===== config.mk =====
export PLATFORM = sky130hd
export DESIGN_NAME = tty_line_editor_top
export DESIGN_NICKNAME = d
export VERILOG_FILES = /design/src/hw/rtl/tle_pkg.sv /design/src/hw/rtl/tle_regs.sv /design/src/hw/rtl/tle_ctrl.sv /design/src/hw/rtl/tle_dpath.sv /design/src/hw/rtl/tty_line_editor_top.sv
export SDC_FILE = /design/constraint.sdc
export NUM_CORES = 1
export LEC_CHECK = 0
export ABC_CLOCK_PERIOD_IN_PS = 3400
export BUFFER_PORTS_ARGS = -buffer_cell sky130_fd_sc_hd__buf_2
export CAP_MARGIN = 30
export CORE_AREA = 2 2 163 165
export CTS_CLUSTER_DIAMETER = 60
export DETAILED_ROUTE_END_ITERATION = 12
export DIE_AREA = 0 0 165 167
export GPL_ROUTABILITY_DRIVEN = 0
export PLACE_DENSITY = 0.79
export SYNTH_ARGS = -nofsm -noshare
export SYNTH_HDL_FRONTEND = slang
export SYNTH_SLANG_ARGS = --single-unit

===== constraint.sdc =====
create_clock -name clk -period 3.4 [get_ports clk]
set_clock_uncertainty 0.1 [all_clocks]
set_input_delay 0.17 -clock clk [delete_from_list [all_inputs] [get_ports clk]]
set_output_delay 0.17 -clock clk [all_outputs]
set_load 0.02 [all_outputs]

===== src/hw/rtl/tle_pkg.sv =====
// shared types, codes and constants for the terminal line editor
`default_nettype none

package tle_pkg;

    localparam int LINE_DEPTH_DEF = 32;

    // result kinds
    localparam logic [2:0] KIND_ECHO = 3'd0;
    localparam logic [2:0] KIND_LINE = 3'd1;
    localparam logic [2:0] KIND_INTR = 3'd2;
    localparam logic [2:0] KIND_STAT = 3'd3;
    localparam logic [2:0] KIND_EOF  = 3'd4;

    // register indexes, taken from paddr[3:2]
    localparam logic [1:0] REG_ECHO_ENABLE  = 2'd0;
    localparam logic [1:0] REG_LINE_MODE    = 2'd1;
    localparam logic [1:0] REG_SIGNAL_GROUP = 2'd2;

    // byte codes
    localparam logic [7:0] CH_CR    = 8'h0D;
    localparam logic [7:0] CH_LF    = 8'h0A;
    localparam logic [7:0] CH_CTL_C = 8'h03;
    localparam logic [7:0] CH_CTL_X = 8'h18;
    localparam logic [7:0] CH_CTL_T = 8'h14;
    localparam logic [7:0] CH_CTL_D = 8'h04;
    localparam logic [7:0] CH_DEL   = 8'h7F;
    localparam logic [7:0] CH_BS    = 8'h08;
    localparam logic [7:0] CH_SP    = 8'h20;
    localparam logic [7:0] CH_TILDE = 8'h7E;
    localparam logic [7:0] CH_AT    = 8'h40;
    localparam logic [7:0] CH_CARET = 8'h5E;

    typedef enum logic [2:0] {
        ST_IDLE,
        ST_ECHO,
        ST_SIG,
        ST_LREAD,
        ST_LEMIT
    } tle_state_t;

    typedef struct packed {
        logic        echo_enable;
        logic        line_mode;
        logic [15:0] signal_group;
    } cfg_t;

    // controller to datapath
    typedef struct packed {
        logic accept;
        logic emit_echo;
        logic emit_sig;
        logic rd_issue;
        logic emit_line;
    } cmd_t;

    // datapath to controller
    typedef struct packed {
        logic       out_free;
        logic [1:0] cls_echo_n;
        logic       cls_sig;
        logic       cls_deliver;
        logic       echo_last;
        logic       deliver_pend;
        logic       line_last;
    } sts_t;

endpackage

`default_nettype wire


===== src/hw/rtl/tle_regs.sv =====
// configuration registers behind the apb port
`default_nettype none

module tle_regs
    import tle_pkg::*;
(
    input  wire logic        clk,
    input  wire logic        rst_n,
    input  wire logic        psel,
    input  wire logic        penable,
    input  wire logic        pwrite,
    input  wire logic [3:0]  paddr,
    input  wire logic [31:0] pwdata,
    output logic      [31:0] prdata,
    output logic             pready,
    output cfg_t             cfg
);

    logic        echo_enable_reg;
    logic        line_mode_reg;
    logic [15:0] signal_group_reg;
    logic        wr_en;

    assign pready = 1'b1;
    assign wr_en  = psel && penable && pwrite;

    always_ff @(posedge clk or negedge rst_n)
    begin
        if (!rst_n)
        begin
            echo_enable_reg  <= 1'b1;
            line_mode_reg    <= 1'b1;
            signal_group_reg <= 16'd0;
        end
        else if (wr_en)
        begin
            unique case (paddr[3:2])
                REG_ECHO_ENABLE:  echo_enable_reg  <= pwdata[0];
                REG_LINE_MODE:    line_mode_reg    <= pwdata[0];
                REG_SIGNAL_GROUP: signal_group_reg <= pwdata[15:0];
                default:          ;
            endcase
        end
    end

    always_comb
    begin
        unique case (paddr[3:2])
            REG_ECHO_ENABLE:  prdata = {31'd0, echo_enable_reg};
            REG_LINE_MODE:    prdata = {31'd0, line_mode_reg};
            REG_SIGNAL_GROUP: prdata = {16'd0, signal_group_reg};
            default:          prdata = 32'd0;
        endcase
    end

    assign cfg.echo_enable  = echo_enable_reg;
    assign cfg.line_mode    = line_mode_reg;
    assign cfg.signal_group = signal_group_reg;

endmodule

`default_nettype wire


===== src/hw/rtl/tle_ctrl.sv =====
// sequencing state machine for the line editor
`default_nettype none

module tle_ctrl
    import tle_pkg::*;
(
    input  wire logic clk,
    input  wire logic rst_n,
    input  wire logic in_valid,
    output logic      in_ready,
    input  sts_t      sts,
    output cmd_t      cmd
);

    tle_state_t state_reg;
    tle_state_t state_next;

    always_ff @(posedge clk or negedge rst_n)
    begin
        if (!rst_n)
            state_reg <= ST_IDLE;
        else
            state_reg <= state_next;
    end

    always_comb
    begin
        state_next = state_reg;
        cmd        = '0;
        in_ready   = 1'b0;
        unique case (state_reg)
            ST_IDLE:
            begin
                in_ready = 1'b1;
                if (in_valid)
                begin
                    cmd.accept = 1'b1;
                    if (sts.cls_sig)
                        state_next = ST_SIG;
                    else if (sts.cls_echo_n != 2'd0)
                        state_next = ST_ECHO;
                    else if (sts.cls_deliver)
                        state_next = ST_LREAD;
                end
            end
            ST_ECHO:
            begin
                if (sts.out_free)
                begin
                    cmd.emit_echo = 1'b1;
                    if (sts.echo_last)
                        state_next = sts.deliver_pend ? ST_LREAD : ST_IDLE;
                end
            end
            ST_SIG:
            begin
                if (sts.out_free)
                begin
                    cmd.emit_sig = 1'b1;
                    state_next   = ST_IDLE;
                end
            end
            ST_LREAD:
            begin
                cmd.rd_issue = 1'b1;
                state_next   = ST_LEMIT;
            end
            ST_LEMIT:
            begin
                if (sts.out_free)
                begin
                    cmd.emit_line = 1'b1;
                    state_next    = sts.line_last ? ST_IDLE : ST_LREAD;
                end
            end
            default:
                state_next = ST_IDLE;
        endcase
    end

endmodule

`default_nettype wire


===== src/hw/rtl/tle_dpath.sv =====
// byte classification, line store, result sequencing registers and output register
`default_nettype none

module tle_dpath
    import tle_pkg::*;
#(
    parameter int LINE_DEPTH = LINE_DEPTH_DEF
)
(
    input  wire logic        clk,
    input  wire logic        rst_n,
    input  cfg_t             cfg,
    input  cmd_t             cmd,
    output sts_t             sts,
    input  wire logic [7:0]  rx_byte,
    input  wire logic        out_ready,
    output logic             out_valid,
    output logic      [2:0]  out_kind,
    output logic      [7:0]  out_data,
    output logic      [15:0] out_group,
    output logic             out_last
);

    localparam int ADDR_W = $clog2(LINE_DEPTH);
    localparam int CNT_W  = $clog2(LINE_DEPTH + 1);
    localparam logic [CNT_W-1:0] DEPTH_C = CNT_W'(LINE_DEPTH);

    logic [7:0]        line_mem [LINE_DEPTH];
    logic [CNT_W-1:0]  count_reg;
    logic [CNT_W-1:0]  count_next;
    logic [ADDR_W-1:0] rd_idx_reg;
    logic [ADDR_W-1:0] rd_idx_next;
    logic [7:0]        rd_data_reg;

    logic [7:0]        echo0_reg;
    logic [7:0]        echo1_reg;
    logic [7:0]        echo2_reg;
    logic [1:0]        echo_n_reg;
    logic [1:0]        echo_idx_reg;
    logic [1:0]        echo_idx_next;
    logic              deliver_reg;
    logic [2:0]        sig_kind_reg;
    logic [15:0]       sig_group_reg;

    logic              out_valid_reg;
    logic              out_valid_next;
    logic [2:0]        out_kind_reg;
    logic [7:0]        out_data_reg;
    logic [15:0]       out_group_reg;
    logic              out_last_reg;

    // classification of the incoming byte
    logic        c_wr;
    logic [7:0]  c_wr_byte;
    logic        c_dec;
    logic [7:0]  c_e0;
    logic [7:0]  c_e1;
    logic [7:0]  c_e2;
    logic [1:0]  c_n;
    logic        c_sig;
    logic [2:0]  c_sig_kind;
    logic [15:0] c_sig_group;
    logic        c_deliver;
    logic        not_full;
    logic        not_empty;
    logic        store_en;
    logic        line_last;
    logic        echo_last;
    logic        emit_any;
    logic [7:0]  echo_sel;

    assign not_full  = count_reg < DEPTH_C;
    assign not_empty = count_reg != '0;

    always_comb
    begin
        c_wr        = 1'b0;
        c_wr_byte   = rx_byte;
        c_dec       = 1'b0;
        c_e0        = CH_CR;
        c_e1        = CH_LF;
        c_e2        = CH_BS;
        c_n         = 2'd0;
        c_sig       = 1'b0;
        c_sig_kind  = KIND_INTR;
        c_sig_group = cfg.signal_group;
        c_deliver   = 1'b0;
        if (rx_byte == CH_CR || rx_byte == CH_LF)
        begin
            c_wr      = 1'b1;
            c_wr_byte = CH_LF;
            c_n       = 2'd2;
            c_deliver = 1'b1;
        end
        else if (rx_byte == CH_CTL_C || rx_byte == CH_CTL_X)
        begin
            c_sig = 1'b1;
        end
        else if (rx_byte == CH_CTL_T)
        begin
            c_sig      = 1'b1;
            c_sig_kind = KIND_STAT;
        end
        else if (rx_byte == CH_CTL_D)
        begin
            if (not_empty)
                c_deliver = 1'b1;
            else
            begin
                c_sig       = 1'b1;
                c_sig_kind  = KIND_EOF;
                c_sig_group = 16'd0;
            end
        end
        else if (!cfg.line_mode)
        begin
            c_wr      = 1'b1;
            c_n       = 2'd2;
            c_deliver = 1'b1;
        end
        else if (rx_byte >= CH_SP && rx_byte <= CH_TILDE)
        begin
            // a printable byte that does not fit is neither stored nor echoed
            if (not_full)
            begin
                c_wr = 1'b1;
                c_e0 = rx_byte;
                c_n  = 2'd1;
            end
        end
        else if (rx_byte == CH_DEL)
        begin
            if (not_empty)
            begin
                c_dec = 1'b1;
                c_e0  = CH_BS;
                c_e1  = CH_SP;
                c_e2  = CH_BS;
                c_n   = 2'd3;
            end
        end
        else
        begin
            c_e0 = CH_CARET;
            c_e1 = rx_byte + CH_AT;
            c_n  = 2'd2;
        end
        if (!cfg.echo_enable)
            c_n = 2'd0;
    end

    assign store_en  = cmd.accept && c_wr && not_full;
    assign line_last = CNT_W'(rd_idx_reg) == (count_reg - CNT_W'(1));
    assign echo_last = echo_idx_reg == (echo_n_reg - 2'd1);
    assign emit_any  = cmd.emit_echo || cmd.emit_sig || cmd.emit_line;

    always_ff @(posedge clk)
    begin
        if (store_en)
            line_mem[count_reg[ADDR_W-1:0]] <= c_wr_byte;
        if (cmd.rd_issue)
            rd_data_reg <= line_mem[rd_idx_reg];
    end

    always_comb
    begin
        count_next = count_reg;
        if (store_en)
            count_next = count_reg + CNT_W'(1);
        else if (cmd.accept && c_dec)
            count_next = count_reg - CNT_W'(1);
        else if (cmd.emit_line && line_last)
            count_next = '0;
    end

    always_comb
    begin
        rd_idx_next = rd_idx_reg;
        if (cmd.emit_line)
            rd_idx_next = line_last ? '0 : rd_idx_reg + ADDR_W'(1);
    end

    always_comb
    begin
        echo_idx_next = echo_idx_reg;
        if (cmd.accept)
            echo_idx_next = 2'd0;
        else if (cmd.emit_echo)
            echo_idx_next = echo_idx_reg + 2'd1;
    end

    always_ff @(posedge clk or negedge rst_n)
    begin
        if (!rst_n)
        begin
            count_reg     <= '0;
            rd_idx_reg    <= '0;
            echo_idx_reg  <= 2'd0;
            echo_n_reg    <= 2'd0;
            deliver_reg   <= 1'b0;
            out_valid_reg <= 1'b0;
        end
        else
        begin
            count_reg     <= count_next;
            rd_idx_reg    <= rd_idx_next;
            echo_idx_reg  <= echo_idx_next;
            out_valid_reg <= out_valid_next;
            if (cmd.accept)
            begin
                echo_n_reg  <= c_n;
                deliver_reg <= c_deliver;
            end
        end
    end

    always_ff @(posedge clk)
    begin
        if (cmd.accept)
        begin
            echo0_reg     <= c_e0;
            echo1_reg     <= c_e1;
            echo2_reg     <= c_e2;
            sig_kind_reg  <= c_sig_kind;
            sig_group_reg <= c_sig_group;
        end
    end

    always_comb
    begin
        case (echo_idx_reg)
            2'd0:    echo_sel = echo0_reg;
            2'd1:    echo_sel = echo1_reg;
            default: echo_sel = echo2_reg;
        endcase
    end

    // output register, refilled in the cycle it is taken
    assign out_valid_next = emit_any ? 1'b1 : (out_ready ? 1'b0 : out_valid_reg);

    always_ff @(posedge clk)
    begin
        if (cmd.emit_echo)
        begin
            out_kind_reg  <= KIND_ECHO;
            out_data_reg  <= echo_sel;
            out_group_reg <= 16'd0;
            out_last_reg  <= echo_last && !deliver_reg;
        end
        else if (cmd.emit_sig)
        begin
            out_kind_reg  <= sig_kind_reg;
            out_data_reg  <= 8'd0;
            out_group_reg <= sig_group_reg;
            out_last_reg  <= 1'b1;
        end
        else if (cmd.emit_line)
        begin
            out_kind_reg  <= KIND_LINE;
            out_data_reg  <= rd_data_reg;
            out_group_reg <= 16'd0;
            out_last_reg  <= line_last;
        end
    end

    assign out_valid = out_valid_reg;
    assign out_kind  = out_kind_reg;
    assign out_data  = out_data_reg;
    assign out_group = out_group_reg;
    assign out_last  = out_last_reg;

    assign sts.out_free     = !out_valid_reg || out_ready;
    assign sts.cls_echo_n   = c_n;
    assign sts.cls_sig      = c_sig;
    assign sts.cls_deliver  = c_deliver;
    assign sts.echo_last    = echo_last;
    assign sts.deliver_pend = deliver_reg;
    assign sts.line_last    = line_last;

    a_count_bound: assert property (@(posedge clk) disable iff (!rst_n)
        count_reg <= DEPTH_C)
        else $error("line count beyond store depth");

    a_emit_onehot: assert property (@(posedge clk) disable iff (!rst_n)
        $onehot0({cmd.emit_echo, cmd.emit_sig, cmd.emit_line, cmd.accept}))
        else $error("more than one result source in a cycle");

    a_emit_free: assert property (@(posedge clk) disable iff (!rst_n)
        (out_valid_reg && !out_ready) |-> !emit_any)
        else $error("result written over a waiting result");

    a_flush_clears: assert property (@(posedge clk) disable iff (!rst_n)
        (cmd.emit_line && line_last) |=> (count_reg == '0 && rd_idx_reg == '0))
        else $error("store not cleared after delivery");

    a_deliver_nonempty: assert property (@(posedge clk) disable iff (!rst_n)
        cmd.rd_issue |-> not_empty)
        else $error("delivery read from an empty store");

endmodule

`default_nettype wire


===== src/hw/rtl/tty_line_editor_top.sv =====
// top level of the terminal line editor: apb registers, controller and datapath
`default_nettype none

// Terminal line editor. Received bytes enter on the s_ stream, one at a time; every
// result (echo byte, delivered line byte, signal or end of file) leaves on the m_ stream,
// with tlast on the final result of each input byte. A byte is taken while the controller
// is idle; after that, each echo or signal result goes straight into the output register
// and each delivered line byte is first read from the line store into a register, then
// written to the output register; an output write waits while a result is not taken.
// The next byte is accepted once every result of the previous one has entered the output
// register. The line store needs no clearing after reset; only entries below the fill
// count are ever read.
module tty_line_editor_top
    import tle_pkg::*;
#(
    parameter int LINE_DEPTH = LINE_DEPTH_DEF
)
(
    input  wire logic        clk,
    input  wire logic        rst_n,
    // s_tdata: rx_byte[7:0]
    input  wire logic        s_tvalid,
    output logic             s_tready,
    input  wire logic [7:0]  s_tdata,
    // m_tdata: data[7:0], group[23:8]
    output logic             m_tvalid,
    input  wire logic        m_tready,
    output logic      [23:0] m_tdata,
    // m_tuser: kind[2:0]
    output logic      [2:0]  m_tuser,
    output logic             m_tlast,
    input  wire logic        psel,
    input  wire logic        penable,
    input  wire logic        pwrite,
    input  wire logic [3:0]  paddr,
    input  wire logic [31:0] pwdata,
    output logic      [31:0] prdata,
    output logic             pready
);

    cfg_t        cfg;
    cmd_t        cmd;
    sts_t        sts;
    logic [7:0]  out_data;
    logic [15:0] out_group;

    tle_regs u_regs (
        .clk     (clk),
        .rst_n   (rst_n),
        .psel    (psel),
        .penable (penable),
        .pwrite  (pwrite),
        .paddr   (paddr),
        .pwdata  (pwdata),
        .prdata  (prdata),
        .pready  (pready),
        .cfg     (cfg)
    );

    tle_ctrl u_ctrl (
        .clk      (clk),
        .rst_n    (rst_n),
        .in_valid (s_tvalid),
        .in_ready (s_tready),
        .sts      (sts),
        .cmd      (cmd)
    );

    tle_dpath #(
        .LINE_DEPTH (LINE_DEPTH)
    ) u_dpath (
        .clk       (clk),
        .rst_n     (rst_n),
        .cfg       (cfg),
        .cmd       (cmd),
        .sts       (sts),
        .rx_byte   (s_tdata),
        .out_ready (m_tready),
        .out_valid (m_tvalid),
        .out_kind  (m_tuser),
        .out_data  (out_data),
        .out_group (out_group),
        .out_last  (m_tlast)
    );

    assign m_tdata = {out_group, out_data};

endmodule

`default_nettype wire


Yosys cells after proc, flatten, opt, wreduce, memory -nomap -nowiden
Memories as Yosys holds them, arrays and structs flattened. A register that Yosys moved wholly into a read port is not among the register bits.
Cells that the tools add are included.
{ "word_totals": {"regBits": 101, "ramBits": 256, "wordCells": 177, "n_memories": 1} }
{ "classes": {"n_addsub": 6, "n_lt_le_gt_ge": 3, "eq_ne": 22, "n_mux": 91, "bitwise_logic": 2, "n_reduce_logical": 33} }
{ "mem_list": {"columns": ["name", "words", "width", "rd", "rd_clocked_by_memory_dff", "wr", "line_no", "text"], "rows": [
  ["u_dpath.line_mem", 32, 8, 1, 1, 1, "tle_dpath.sv:28", "logic [7:0] line_mem [LINE_DEPTH];"]
]} }
{ "op_table": {"columns": ["operator", "count"], "rows": [
  ["$mux 16", 7],
  ["$mux 8", 7],
  ["$pmux 16 s3", 1],
  ["$mux 1", 43],
  ["$mux 3", 12],
  ["$mux 2", 13],
  ["$mux 6", 4],
  ["$eq 8x4->1 const B", 2],
  ["$eq 8x5->1 const B", 2],
  ["$pmux 8 s2", 1],
  ["$pmux 3 s5", 1],
  ["$add 8x7->8 const B", 1],
  ["$eq 8x2->1 const B", 1],
  ["$eq 8x3->1 const B", 1],
  ["$eq 8x7->1 const B", 1],
  ["$ge 8x6->1 const B", 1],
  ["$le 8x7->1 const B", 1],
  ["$logic_and 1x1->1", 8],
  ["$ne 2x2->1 const B", 4],
  ["$reduce_bool 2->1", 4],
  ["$mux 7", 1],
  ["$add 6x1->6 const B", 1],
  ["$eq 3x2->1 const B", 2],
  ["$eq 5x6->1", 1],
  ["26 further kinds", 37]
]} }

Logic depth before layout (Yosys ltp)
Gate-level depths: netlist of run 1.
{ "depth": {"word_depth": 15, "mapped_depth": 10} }

Modules after synthesis
A second synthesis of run 1 with hierarchy kept.
{ "unflattened": {"cells_unflattened": 921, "area_unflattened_um2": 15313.4} }
{ "by_module_without_submodules": {"columns": ["module", "instances", "cells_each", "area_each_um2"], "rows": [
  ["tle_dpath", 1, 806, 14061.0],
  ["tle_regs", 1, 82, 980.9],
  ["tle_ctrl", 1, 33, 271.5]
]} }

Worst setup path after synthesis of run 1
OpenSTA, ideal clock, no wires.
{ "synth_path": {"path_type": "register to register", "start": "reg u_ctrl.state_reg[1]", "end": "mem u_dpath.line_mem[4][0], enable pin", "setup_time_ns": 0.383, "arrival_time_ns": 2.533, "required_time_ns": 2.917, "slack_ns": 0.384, "stages_incl_launch_ff": 9, "path_buffers": 2, "synth_period_minus_slack_ns": 3.016, "cell_sequence": "dfrtp_1 buf_6 nor3_4 nand2_2 or4_1 nor2b_1 buf_4 nand2_1 nor3_1"} }
{ "synth_between": {"elab_chain_cells": 6} }
{ "synth_lines": {"columns": ["item", "line_no", "text"], "rows": [
  ["from (decl)", "tle_ctrl.sv:15", "tle_state_t state_reg;"],
  ["from (signal assigned)", "tle_ctrl.sv:23", "state_reg <= state_next;"],
  ["$logic_not 3->1", "tle_ctrl.sv:31", "unique case (state_reg)"],
  ["$mux 1", "tle_ctrl.sv:31", null],
  ["$logic_and 1x1->1 (2 in a row)", "tle_dpath.sv:152", "assign store_en = cmd.accept && c_wr && not_full;"],
  ["$mux 1", "tle_dpath.sv:159", "if (store_en)"],
  ["$mux 1 (not written as such)", "tle_dpath.sv:160", "line_mem[count_reg[ADDR_W-1:0]] <= c_wr_byte;"],
  ["to (decl)", "tle_dpath.sv:28", null]
]} }
Every way passes these cells.

Worst setup path in the final report of run 1
{ "layout_path": {"start": "in s_tdata[7]", "end": "mem u_dpath.line_mem[4][0], enable pin"} }
{ "layout_between": {"elab_chain_cells": 12, "elab_cells_between_ends": 21} }
{ "layout_lines": {"columns": ["item", "line_no", "text"], "rows": [
  ["from (decl)", "tty_line_editor_top.sv:24", "input wire logic [7:0] s_tdata,"],
  ["$ge 8x6->1 or $le 8x7->1 (tied branches)", "tle_dpath.sv:121", "else if (rx_byte >= CH_SP && rx_byte <= CH_TILDE)"],
  ["$logic_and 1x1->1", "tle_dpath.sv:121", null],
  ["$mux 1", "tle_dpath.sv:121", null],
  ["$mux 1", "tle_dpath.sv:115", "else if (!cfg.line_mode)"],
  ["$mux 1", "tle_dpath.sv:104", "else if (rx_byte == CH_CTL_D)"],
  ["$mux 1", "tle_dpath.sv:99", "else if (rx_byte == CH_CTL_T)"],
  ["$mux 1", "tle_dpath.sv:95", "else if (rx_byte == CH_CTL_C || rx_byte == CH_CTL_X)"],
  ["$mux 1 *", "tle_dpath.sv:88", "if (rx_byte == CH_CR || rx_byte == CH_LF)"],
  ["$logic_and 1x1->1 * (2 in a row)", "tle_dpath.sv:152", null],
  ["$mux 1 *", "tle_dpath.sv:159", null],
  ["$mux 1 (not written as such) *", "tle_dpath.sv:160", null]
]} }
Every way passes the cells marked *; elsewhere a longest branch is shown, timed or not.

==> results of run 1 <==
## synthesized netlist by cell type, drive strengths merged (3+ instances only)
library cell  count
and2             38
mux2             27
mux4             80
o21ai            24
nand3            13
a21oi            10
a22oi            10
and3             13
nor2b             7
a22o             18
ha               10
nor4              7
a31oi             4
nand2b            8
edfxtp          308
or3               6
inv              13
clkbuf           29
nor3             12
nor3b             6
dfxtp            19
and4              3
nand2            34
a21o              5
xnor2             9
dfrtp            36
buf              40
nor2             47
nand3b            7
o211ai            4
## worst max-delay path: cells and delay by family
| family | cells | cell delay (ps) |
|---|---|---|
| AND/OR/NAND/NOR | 4 | 980 |
| adder cells (fa/ha/maj) | 1 | 170 |
| buffers and inverters | 5 | 1220 |
| AO/OA/AOI/OAI | 2 | 670 |
## cell type report
cell class                      instances  area, um^2  area share
Clock buffer                           48       988.4     0.05585
Clock inverter                         19       173.9    0.009827
Inverter                               13       48.80    0.002757
Multi-Input combinational cell        453        4328      0.2445
Sequential cell                       365       10590      0.5982
Tap cell                              335       419.2     0.02368
Timing Repair Buffer                  164        1152     0.06511
## worst paths after layout
| kind | slack, ps | start | to | cells past startpoint |
|---|---|---|---|---|
| worst max-delay path | 270 | s_tdata[7] | u_dpath.line_mem[4][0] | 12 |
| worst min-delay path | 30 | s_tdata[4] | u_dpath.sig_kind_reg[0] | 2 |
| worst max register to register | 360 | u_ctrl.state_reg[0] | u_dpath.line_mem[4][0] | 8 |
| worst min register to register | 350 | u_dpath.sig_group_reg[3] | u_dpath.out_group[3] | 1 |
| max in group asynchronous | 2350 | rst_n | u_dpath.rd_idx_reg[0] | 2 |
| min in group asynchronous | 190 | rst_n | u_dpath.echo_idx_reg[0] | 2 |
## repair_timing
item | in CTS | in global routing
hold endpoints to repair | 62 | 0
resized for setup | 0 | 0
setup endpoints to repair | 0 | 0
hold buffers | 25 | 0
## layer usage
metal  routed length [um]  vias to the layer above  GRT usage
li1                     -                     3758          -
met1                13060                     4299     0.3372
met2                15930                      363     0.3855
met3                 2294                       67    0.03861
met4                  660                        0    0.06011
met5                    0                        -          0
## power by group
part | internal, mW | leakage [nW] | switching (mW)
sequential | 5.48 | 3.40 | 0.405
combinational | 1.70 | 2.29 | 1.98
clock | 2.29 | 0.574 | 1.61
total | 9.46 | 6.27 | 4.00
## cells by family after synthesis
group / Yosys count / share of synthesized area
AO/OA/AOI/OAI: 96 / 0.04698
XOR/XNOR: 12 / 0.007789
adder cells (fa/ha/maj): 10 / 0.008199
buffers and inverters: 82 / 0.02755
flip-flops: 365 / 0.6934
multiplexers: 109 / 0.1393
other: 2 / 0.0004921
AND/OR/NAND/NOR: 209 / 0.07625
## stage by stage
stage	hold slack, ps	total power, mW	util	cell area (um^2)	cells
final	32.70	13.46	0.6870	17700	1397
after global routing	40.13	14.04	0.6870	17700	1397
after detailed placement	236.3	9.578	0.6321	16290	1305
after global placement	231.7	9.454	0.6317	16270	1304
after CTS	18.63	13.51	0.6870	17700	1397
after floorplan	-225.6	8.519	-	15320	900
==> results.md, run 1 <==
* Vias in the first global route at 8371
* CTS tree: done
* Total Wirelength at 31940 um
* Most common cell after layout, fill and taps aside: edfxtp_1
* Max reg flops at 256
* Clock Tree Buf Depth at 3
* Mapped Avg Cell Area at 17.24 um^2
* Hold Vio Cnt, Final at 0
* I/O pin count at 114
* Max-slew violation count at 0
* Port Buffer Count at 78
* Unrepaired setup endpoints after global routing: no
* P_leak at 6.266 nW
* Max rail drop VDD at 0.6656 mV
* Max-Cap Viols at 0
* Relative slew margins at 0.4197
* Die H at 167 um
* DRT antenna net count at 0
* Post CTS Setup Buffer Count at 0
* Slowest CP cell: dlygate4sd3_1
* Register area share after synthesis at 0.6934
* Most frequent cells in the layout: edfxtp_1, mux4_2, buf_2
* Asr flop ratio synth at 0.1041
* Worst-skew pair later-pin latency at 520 ps
* Post-synthesis register bit count at 365
* Final WS setup at 267.4 ps
* Final setup vio count at 0
* Htree depth at 2
* Drt first pass iters at 5
* Min cycle time layout at 3133 ps
* GRT Total Usage at 0.2364
* Initial DRC count at 994
* Top FF cell, synth: edfxtp_1
* Clk root buf: clkbuf_16
* Netlist cell types at 70
* Peak Freq at 319.2 MHz
* Layout cell share with drive strength beyond 1 at 0.2994
* Number of remaining DRC errors at 0
* Synth top area cells: edfxtp_1, mux4_2, dfrtp_1
* Avg WL per Cell at 22.86 um
* FP Rows at 59
* Area leader, netlist: edfxtp_1
* Sink Count at 365
* Fillers at 1637
* Number of synthesized flops with an enable pin at 308
* Antenna violations before repair at 0
* Synth Instances at 885
* WP data arrival at 3240 ps
* Pre-CTS WS at 403.7 ps
* CP most frequent cell: buf_4
* Share of the synthesized area in the top cell type at 0.6061
* Measured slew at the worst slew-check pin at 870.4 ps
* Crit-path max FO at 10
* Die Width at 165 um
* Starting Density at 0.5923
* CTS clock-pin slew for the worst setup and hold paths at 60 ps
* Pwr dens at 760.4 nW/um^2
* Average vias per placed instance at 6.075
* Via count at 8487
* Status: finished, final reports clean
* Largest net degree at the start of global routing at 39
* Period utilization at 0.9213
* Core Region at 25760 um^2
* Required time of the critical path at 3500 ps
* CTS Buf Count at 37
* Global route overflow at 0
* Mapped Area at 15260 um^2
* N_diodes at 0
* DP HPWL at 20020 um
* Syn-to-layout area delta at 15.97%
* NumNets Final at 1095
* Slowest stage delay, CP at 530 ps
* Setup TNS at 0 ps
* First-pass GRT wire length at 48760 um
* CP endpoint kind: flop
* Worst hold path type: in -> reg
* WS Path Type: in -> reg
* Yosys warns at 0
* Cells along the critical path: dlygate4sd3_1 > buf_2 > inv_1 > ha_1 > and4_1 > a32oi_2 > o311ai_4 > nor2b_1 > buf_4 > nand2_1 > nor3_1 > buf_4
* Die area at 27560 um^2
* Crit start category: input port
Power figures use the tool's default switching activity.
==> inputs of run 2 (changes only) <==
==> constraint.sdc (replaced) <==
create_clock -name clk -period 3.4 [get_ports clk]
set_clock_uncertainty 0.1 [all_clocks]
set_input_delay 0.68 -clock clk [delete_from_list [all_inputs] [get_ports clk]]
set_output_delay 0.68 -clock clk [all_outputs]
set_load 0.02 [all_outputs]
==> results.md, run 2 (same netlist as run 1, synthesis figures left out) <==
* Required time of the critical path at 3530 ps
* Initial DRC count at 1072
* Average vias per placed instance at 6.128
* DP HPWL at 20720 um
* Final Core Density at 0.6840
* Die H at 167 um
* GRT Total Usage at 0.2381
* CP most frequent cell: buf_4
* CTS clock-pin slew for the worst setup and hold paths at 60 ps
* Peak Freq at 337.2 MHz
* Cells along the critical path: nor3_4 > nand2_2 > or4_1 > nor2b_1 > buf_4 > nand2_1 > buf_4 > nor2_1 > buf_4
* FP Rows at 59
* Met2 routed WL at 16130 um
* Pwr dens at 774.4 nW/um^2
* R2R depth at 9
* Top sig layer: met4
* WP depth at 9
* Starting Density at 0.5923
* Clk root buf: clkbuf_16
* Clock Tree Buf Depth at 3
* Relative slew margins at 0.4184
* Routed wl met3 at 2467 um
* Number of remaining DRC errors at 0
* Antenna violations before repair at 1
* CTS tree: done
* Syn-to-layout area delta at 15.47%
* Hold Vio Cnt, Final at 0
* Delay-heaviest family, CP: simple AND/OR/NAND/NOR gates
* Vias in the first global route at 8311
* Htree depth at 2
* Cts repair resizes at 0
* Met1 Routed Length at 12930 um
* WS Path Type: reg -> reg
* DRT antenna net count at 0
* Unrepaired setup endpoints after global routing: no
* Setup slack, reg-to-reg at 430 ps
* Crit start category: flop
* Via count at 8445
* CP endpoint kind: flop
* Largest net degree at the start of global routing at 39
* Period utilization at 0.8722
* Layout cell share with drive strength beyond 1 at 0.3205
* Post CTS Setup Buffer Count at 0
* Worst-skew pair later-pin latency at 520 ps
* Min cycle time layout at 2966 ps
* Core Region at 25760 um^2
* Slowest CP cell: or4_1
* Crit-path max FO at 14
* Global route overflow at 0
* Total Wirelength at 32090 um
* Most frequent cells in the layout: edfxtp_1, mux4_2, buf_2
* Max rail drop VDD at 0.5825 mV
* CTS Buf Count at 38
* I/O pin count at 114
* Status: finished, final reports clean
* Max-Cap Viols at 0
* Worst r2r src: u_ctrl.state_reg[0]
* Measured slew at the worst slew-check pin at 872.3 ps
* Most common cell after layout, fill and taps aside: edfxtp_1
* WP data arrival at 3090 ps
* Die Width at 165 um
* Bufs and invs on worst path at 3
* First-pass GRT wire length at 49070 um
* Fillers at 1609
* Max-slew violation count at 0
* Worst hold path type: in -> async
* Slowest stage delay, CP at 580 ps
* Die area at 27560 um^2
* NumNets Final at 1077
* Max reg flops at 256
* Sink Count at 365
* Port Buffer Count at 78
* Setup TNS at 0 ps
* Drt first pass iters at 5
* Post-CTS Hold Fix Bufs at 0
* P_leak at 6.236 nW
* Reg2Reg Capture Point: u_dpath.line_mem[12][2]
* Avg WL per Cell at 23.28 um
* Final setup vio count at 0
run 2: worst max-delay path by stage:
stage / slack (ps) / to / startpoint
finish: 430 / u_dpath.line_mem[12][2] / u_ctrl.state_reg[0]
global route: 280 / u_dpath.line_mem[28][1] / u_ctrl.state_reg[0]
CTS: 470 / u_dpath.line_mem[12][1] / u_ctrl.state_reg[2]
detailed placement: 50 / u_dpath.line_mem[28][7] / s_tdata[7]
global placement: 100 / u_dpath.line_mem[12][3] / s_tdata[7]
floorplan: 50 / u_dpath.line_mem[4][0] / s_tdata[7]
run 2: through the flow:
stage / instances / hold WS (ps) / power [mW] / setup WS, ps / area, um^2
6_report: 1378 / 162.9 / 13.65 / 434.5 / 17620
5_1_grt: 1377 / 232.9 / 14.21 / 281.7 / 17620
4_1_cts: 1376 / 187.9 / 13.70 / 470.9 / 17600
3_5_place_dp: 1310 / 345.1 / 9.566 / 54.81 / 16350
3_3_place_gp: 1307 / 339.4 / 9.411 / 103.7 / 16280
2_1_floorplan: 900 / 284.4 / 8.519 / 52.17 / 15320
run 2: cell type report:
class,count,area [um^2],area share
tap,335,419.2,0.02379
clock inverter,26,277.8,0.01576
sequential,365,10590,0.6008
timing repair buffer,145,978.4,0.05552
inverter,13,48.80,0.002769
clock buffer,40,979.7,0.05560
antenna,1,2.502,0.0001420
multi-input combinational,453,4328,0.2456
run 2: power breakdown:
group          switching (mW)  internal [mW]  leakage [nW]  total, mW
Sequential              0.358           5.48          3.40       5.84
Clock                    1.66           2.48         0.608       4.14
Combinational            2.02           1.64          2.23       3.67
Total                    4.04           9.61          6.24       13.6
run 2: per-layer routing:
| metal | global-route usage | vias to the layer above |
|---|---|---|
| met1 | 0.3373 | 4248 |
| li1 | - | 3719 |
| met3 | 0.04035 | 52 |
| met4 | 0.05936 | 0 |
| met5 | 0 | - |
| met2 | 0.3902 | 426 |
